$ cat config.mk
export PLATFORM = sky130hd
export DESIGN_NAME = csm_ctrl
export DESIGN_NICKNAME = d
export VERILOG_FILES = /design/src/hw/rtl/csm_pkg.sv /design/src/hw/rtl/csm_ctrl.sv
export SDC_FILE = /design/constraint.sdc
export NUM_CORES = 1
export LEC_CHECK = 0
export ABC_AREA = 1
export ABC_CLOCK_PERIOD_IN_PS = 950
export BUFFER_PORTS_ARGS = -buffer_cell sky130_fd_sc_hd__buf_4
export CORE_AREA = 2 2 39 41
export CTS_CLUSTER_SIZE = 10
export DETAILED_ROUTE_END_ITERATION = 12
export DIE_AREA = 0 0 41 43
export PLACE_DENSITY = 0.58
export SLEW_MARGIN = 10
export SYNTH_ARGS = -nofsm -noshare
export SYNTH_HDL_FRONTEND = slang
export SYNTH_SLANG_ARGS = --single-unit
$ cat constraint.sdc
create_clock -name clk -period 0.95 [get_ports clk]
set_input_delay 0.095 -clock clk [delete_from_list [all_inputs] [get_ports clk]]
set_output_delay 0.095 -clock clk [all_outputs]
set_load 0.005 [all_outputs]
$ cat src/hw/rtl/csm_pkg.sv
// ----------------------------------------------------------------------------
// csm_pkg
// Shared constants, types and helper functions for the complex frequency
// shifter and phase modulator.
// ----------------------------------------------------------------------------
package csm_pkg;

    localparam int SAMPLE_WIDTH = 16;
    localparam int PHASE_WIDTH  = 32;
    localparam int ANGLE_W      = 32;
    localparam int CORDIC_ITERS = 24;
    localparam int ITER_W       = $clog2(CORDIC_ITERS);
    localparam int CORDIC_W     = 34;
    localparam int MUL_A_W      = (SAMPLE_WIDTH > 16) ? SAMPLE_WIDTH : 16;
    localparam int PROD_W       = MUL_A_W + CORDIC_W;
    localparam int ACC_W        = PROD_W + 1;
    localparam int CFG_W        = (PHASE_WIDTH > 16) ? PHASE_WIDTH : 16;
    localparam int CFG_IDX_W    = 3;
    localparam logic signed [CORDIC_W-1:0] CORDIC_K = CORDIC_W'(652032874);

    localparam logic [CFG_IDX_W-1:0] REG_MODE       = 3'd0;
    localparam logic [CFG_IDX_W-1:0] REG_GAIN       = 3'd1;
    localparam logic [CFG_IDX_W-1:0] REG_IQ_SWAP    = 3'd2;
    localparam logic [CFG_IDX_W-1:0] REG_PHASE_STEP = 3'd3;
    localparam logic [CFG_IDX_W-1:0] REG_PM_OFFSET  = 3'd4;
    localparam logic [CFG_IDX_W-1:0] REG_PM_LEVEL   = 3'd5;
    localparam logic [CFG_IDX_W-1:0] REG_PM_BIAS    = 3'd6;

    localparam logic [1:0] MODE_COPY  = 2'd0;
    localparam logic [1:0] MODE_SHIFT = 2'd1;
    localparam logic [1:0] MODE_PM    = 2'd2;

    typedef enum logic [3:0] {
        OP_NONE,
        OP_LOAD,
        OP_GAIN_RE,
        OP_GAIN_IM,
        OP_CINIT_PM,
        OP_CINIT_ROT,
        OP_CITER,
        OP_PM,
        OP_ROT0,
        OP_ROT1,
        OP_ROT2,
        OP_ROT3,
        OP_OUT_COPY,
        OP_OUT_ROT
    } dp_op_t;

    typedef struct packed {
        dp_op_t op;
    } dp_cmd_t;

    typedef struct packed {
        logic iter_last;
        logic is_shift;
        logic mode_pm;
    } dp_status_t;

    // Arctangent table in 32-bit turn units.
    function automatic logic signed [CORDIC_W-1:0] atan_turn(input logic [ITER_W-1:0] i);
        logic signed [CORDIC_W-1:0] r;
        begin
            case (i)
                5'd0:    r = CORDIC_W'(536870912);
                5'd1:    r = CORDIC_W'(316933406);
                5'd2:    r = CORDIC_W'(167458907);
                5'd3:    r = CORDIC_W'(85004756);
                5'd4:    r = CORDIC_W'(42667331);
                5'd5:    r = CORDIC_W'(21354465);
                5'd6:    r = CORDIC_W'(10679838);
                5'd7:    r = CORDIC_W'(5340245);
                5'd8:    r = CORDIC_W'(2670163);
                5'd9:    r = CORDIC_W'(1335087);
                5'd10:   r = CORDIC_W'(667544);
                5'd11:   r = CORDIC_W'(333772);
                5'd12:   r = CORDIC_W'(166886);
                5'd13:   r = CORDIC_W'(83443);
                5'd14:   r = CORDIC_W'(41722);
                5'd15:   r = CORDIC_W'(20861);
                5'd16:   r = CORDIC_W'(10430);
                5'd17:   r = CORDIC_W'(5215);
                5'd18:   r = CORDIC_W'(2608);
                5'd19:   r = CORDIC_W'(1304);
                5'd20:   r = CORDIC_W'(652);
                5'd21:   r = CORDIC_W'(326);
                5'd22:   r = CORDIC_W'(163);
                5'd23:   r = CORDIC_W'(81);
                default: r = '0;
            endcase
            return r;
        end
    endfunction

    // Clamp a wide signed value to the signed sample range.
    function automatic logic signed [SAMPLE_WIDTH-1:0] sat_sample(
        input logic signed [ACC_W-1:0] v
    );
        logic signed [ACC_W-1:0] hi;
        logic signed [ACC_W-1:0] lo;
        begin
            hi = ACC_W'((64'sd1 <<< (SAMPLE_WIDTH - 1)) - 64'sd1);
            lo = -hi - ACC_W'(1);
            if (v > hi)
                return hi[SAMPLE_WIDTH-1:0];
            else if (v < lo)
                return lo[SAMPLE_WIDTH-1:0];
            else
                return v[SAMPLE_WIDTH-1:0];
        end
    endfunction

    // Top 32 bits of the phase accumulator as a turn angle.
    function automatic logic [ANGLE_W-1:0] acc_angle(input logic [PHASE_WIDTH-1:0] p);
        logic [PHASE_WIDTH+ANGLE_W-1:0] wide;
        begin
            wide = {p, {ANGLE_W{1'b0}}};
            return wide[PHASE_WIDTH+ANGLE_W-1 -: ANGLE_W];
        end
    endfunction

endpackage

$ cat src/hw/rtl/csm_ctrl.sv
// ----------------------------------------------------------------------------
// csm_ctrl
// Sequencer for one item: gain, optional PM angle, CORDIC and rotation (not in copy).
// ----------------------------------------------------------------------------
module csm_ctrl (
    input  logic                clk,
    input  logic                rst_n,
    input  logic                in_valid,
    output logic                in_ready,
    output logic                out_valid,
    input  logic                out_ready,
    output csm_pkg::dp_cmd_t    cmd,
    input  csm_pkg::dp_status_t status
);

    typedef enum logic [3:0] {
        ST_IDLE,
        ST_GAIN_RE,
        ST_GAIN_IM,
        ST_CINIT_PM,
        ST_CITER_PM,
        ST_PM,
        ST_CINIT_ROT,
        ST_CITER_ROT,
        ST_ROT0,
        ST_ROT1,
        ST_ROT2,
        ST_ROT3,
        ST_OUT
    } state_t;

    state_t state_reg, state_next;
    logic   out_valid_reg, out_valid_next;
    logic   rot_reg, rot_next;
    logic   slot_free;

    assign slot_free = !out_valid_reg || out_ready;

    always_comb
    begin
        state_next     = state_reg;
        rot_next       = rot_reg;
        out_valid_next = out_valid_reg && !out_ready;
        cmd.op         = csm_pkg::OP_NONE;
        case (state_reg)
            ST_IDLE:
            begin
                if (in_valid)
                begin
                    cmd.op     = csm_pkg::OP_LOAD;
                    state_next = ST_GAIN_RE;
                end
            end
            ST_GAIN_RE:
            begin
                cmd.op     = csm_pkg::OP_GAIN_RE;
                state_next = ST_GAIN_IM;
            end
            ST_GAIN_IM:
            begin
                cmd.op   = csm_pkg::OP_GAIN_IM;
                rot_next = status.is_shift || status.mode_pm;
                if (status.mode_pm)
                    state_next = ST_CINIT_PM;
                else if (status.is_shift)
                    state_next = ST_CINIT_ROT;
                else
                    state_next = ST_OUT;
            end
            ST_CINIT_PM:
            begin
                cmd.op     = csm_pkg::OP_CINIT_PM;
                state_next = ST_CITER_PM;
            end
            ST_CITER_PM:
            begin
                cmd.op = csm_pkg::OP_CITER;
                if (status.iter_last)
                    state_next = ST_PM;
            end
            ST_PM:
            begin
                cmd.op     = csm_pkg::OP_PM;
                state_next = ST_CINIT_ROT;
            end
            ST_CINIT_ROT:
            begin
                cmd.op     = csm_pkg::OP_CINIT_ROT;
                state_next = ST_CITER_ROT;
            end
            ST_CITER_ROT:
            begin
                cmd.op = csm_pkg::OP_CITER;
                if (status.iter_last)
                    state_next = ST_ROT0;
            end
            ST_ROT0:
            begin
                cmd.op     = csm_pkg::OP_ROT0;
                state_next = ST_ROT1;
            end
            ST_ROT1:
            begin
                cmd.op     = csm_pkg::OP_ROT1;
                state_next = ST_ROT2;
            end
            ST_ROT2:
            begin
                cmd.op     = csm_pkg::OP_ROT2;
                state_next = ST_ROT3;
            end
            ST_ROT3:
            begin
                cmd.op     = csm_pkg::OP_ROT3;
                state_next = ST_OUT;
            end
            ST_OUT:
            begin
                // The result register is written only once the previous item has left.
                if (slot_free)
                begin
                    cmd.op         = rot_reg ? csm_pkg::OP_OUT_ROT : csm_pkg::OP_OUT_COPY;
                    out_valid_next = 1'b1;
                    state_next     = ST_IDLE;
                end
            end
            default:
            begin
                state_next = ST_IDLE;
            end
        endcase
    end

    always_ff @(posedge clk or negedge rst_n)
    begin
        if (!rst_n)
        begin
            state_reg     <= ST_IDLE;
            out_valid_reg <= 1'b0;
            rot_reg       <= 1'b0;
        end
        else
        begin
            state_reg     <= state_next;
            out_valid_reg <= out_valid_next;
            rot_reg       <= rot_next;
        end
    end

    assign in_ready  = (state_reg == ST_IDLE);
    assign out_valid = out_valid_reg;

    a_accept_leaves_idle: assert property (@(posedge clk) disable iff (!rst_n)
        in_valid && in_ready |=> !in_ready)
        else $error("controller stayed ready after taking an item");

    a_result_from_out: assert property (@(posedge clk) disable iff (!rst_n)
        $rose(out_valid_reg) |-> $past(state_reg == ST_OUT))
        else $error("result appeared outside the output step");

    a_cordic_ends: assert property (@(posedge clk) disable iff (!rst_n)
        (state_reg == ST_CITER_ROT) && status.iter_last |=> state_reg == ST_ROT0)
        else $error("CORDIC did not hand over to rotation");

endmodule

==> results.toml <==
[yosys]
synth_area_um2 = 479
syn_inst = 79
syn-num-nets = 86
yosysUniqueCellTypes = 16
synth-seq-cells = 6
seq_area_frac_synth_pct = 31.3
synth.avg_cell_area_um2 = 6.07
yosys_warnings = 0

[layout]
mostFrequentLayoutCell = "buf_4"
largest_register_ff_count = 4
drive_above_1_share_pct = 56.6
layout_common_cells = "25 x buf_4, 20 x nand2_1, 9 x nand2_2"
num_antenna_cells = 0
areaGrowthSynthToFinish_pct = 78.3
nFillCells = 132
nNetsFinal = 122

[global_routing]
grtUsageTotal_pct = 20.3
grt_max_degree = 7
grt_pass1_vias = 619
grt_overflow_total = 0
grt_antenna_before_repair = 0
grt_pass1_wl_mm = 2.41

[setup_path]
worstSetupPathType = "reg -> out"
crit_arrival_ps = 1280
cp-start-kind = "flip-flop"
worstSetupEndpointType = "primary output"
cp_max_fo = 5
crit_top_cell = "nand2_1"
slowest_delay_ps = 450
critPathRequiredTime_ps = 850
cp_slowest_cell = "dfrtp_2"
cp_cell_sequence = "inv_2 > nand2_1 > nand2_2 > nand2_1 > nand3_1 > buf_4"

[clock_tree]
cts_sinks = 6
htree_levels = 1
clkTransAtPathRegs_ps = 40
cts_tree = "done"
clockRootBuffer = "clkbuf_4"
numCtsBuffers = 3
clock_path_buffers = 2
clk_latency_ps = 240

[power_and_ir_drop]
p_leak_nw = 0.462
power_density_mw_per_mm2 = 3340
power.total_w = 0.00285
vdd_drop_max_uv = 1610

[routing]
via_per_inst = 4.72
drcViolationCount = 0
ant_nets = 0
post_drt_wl_per_cell_um = 11.3
vias = 609
drt_iter0_markers = 8
postRouteWirelength_mm = 1.46
drt_pass1_iterations = 4

[sta]
maxSlewViolCount = 0
min_period_ps = 1370
final.setup.worst_slack_ps = -422
fmax_mhz = 729
hold_violations = 0
tightest_slew_ps = 216
period_share_pct = 144
rsz0062_at_grt = "true"
slew_headroom_pct = 85.6
report.final.setup_viol = 10
fin_skew_ps = 0.192

[placed_design]
io_buffer_count = 12
dpl_worst_slack_ps = -238
post-dp-hpwl_mm = 1.06
place_congestion = 0.808

[floorplan]
die_x_um = 41
rows = 14
dieArea_mm2 = 0.00176
core_area_mm2 = 0.00138
initial_core_util_pct = 34.6
die_h_um = 43
boundaryPins = 13

[status]
violations = "negative setup slack"
run_status = "finished, violations left"

[worst_hold_path]
holdCritPathClass = "in -> reg"

[run]
cap_violations = 0
-- metal layers --
metal	track usage, %	wire length, um
met5	0	0
met4	14.0	26
met3	0.524	31
met2	31.6	755
met1	25.7	647
-- cell usage after synthesis --
cell,count,share of area [%]
inv_1,8,6.3
clkinv_1,1,0.78
o21ai_0,1,1.0
nand3_2,1,2.1
o221ai_1,1,1.8
nand3_1,7,7.3
nor2_4,1,2.3
nor2_2,4,5.2
o211ai_1,2,3.1
nand2_1,30,23
o21ai_1,2,2.1
inv_2,3,2.3
dfrtp_1,6,31
clkinv_2,1,1.0
nand4_1,2,2.6
nor2_1,9,7.0
-- through the flow --
stage          hold WS [ps]  utilization [%]  TNS, ps  cells  cell area [um2]
2_1_floorplan          -201                -     -162     79              489
4_1_cts                 110             59.5    -2960    129              823
6_report                110             61.8    -3100    129              855
3_3_place_gp          -96.9             50.4    -1530    120              697
5_1_grt                 132             61.8    -3930    129              855
3_5_place_dp          -95.0             50.4    -1490    120              697
-- what timing repair did --
| action | CTS | global route |
|---|---|---|
| pin swaps | 7 | 10 |
| setup endpoints to repair | 10 | 11 |
| resized for setup | 20 | 10 |
| setup buffers | 5 | 3 |
| endpoints found under the hold margin | 6 | 0 |
| hold buffers | 1 | 0 |
-- power by group --
part	internal, W	switching, W	leakage, nW
Clock	0.000143	0.0000880	0.0138
Combinational	0.00107	0.000981	0.378
Sequential	0.000384	0.000186	0.0706
Total	0.00160	0.00125	0.462
-- worst paths after layout --
check	startpoint	to	slack [ps]	cells after the start
worst max-delay path	state_reg[0]	cmd[0]	-420	6
worst max register to register	state_reg[0]	state_reg[0]	-300	8
max in group asynchronous	rst_n	state_reg[3]	620	2
worst min-delay path	status[1]	rot_reg	110	3
worst min register to register	rot_reg	rot_reg	510	2
min in group asynchronous	rst_n	rot_reg	200	2
-- cell families (layout without fill, tap and decap cells) --
kind of cell	after synthesis	after routing	synth area share (%)
compound gates	6	6	8.09
flops	6	6	31.3
buf+inv	13	47	10.4
simple gates	54	54	50.1
-- cell type report --
class	count	area, um2	share of cell area [%]
clock buffer	3	22.5	2.64
timing repair buffer	31	254	29.7
multi-input combinational	60	347	40.6
tap	16	20.0	2.34
inverter	13	56.3	6.59
sequential	6	155	18.2
-- critical path: cells and delay by family (launching register included) --
kind                   cells  cell delay (ps)
flip-flops                 1              450
AND/OR/NAND/NOR            4              370
buffers and inverters      2              210
(Power assumes the default switching activity.)
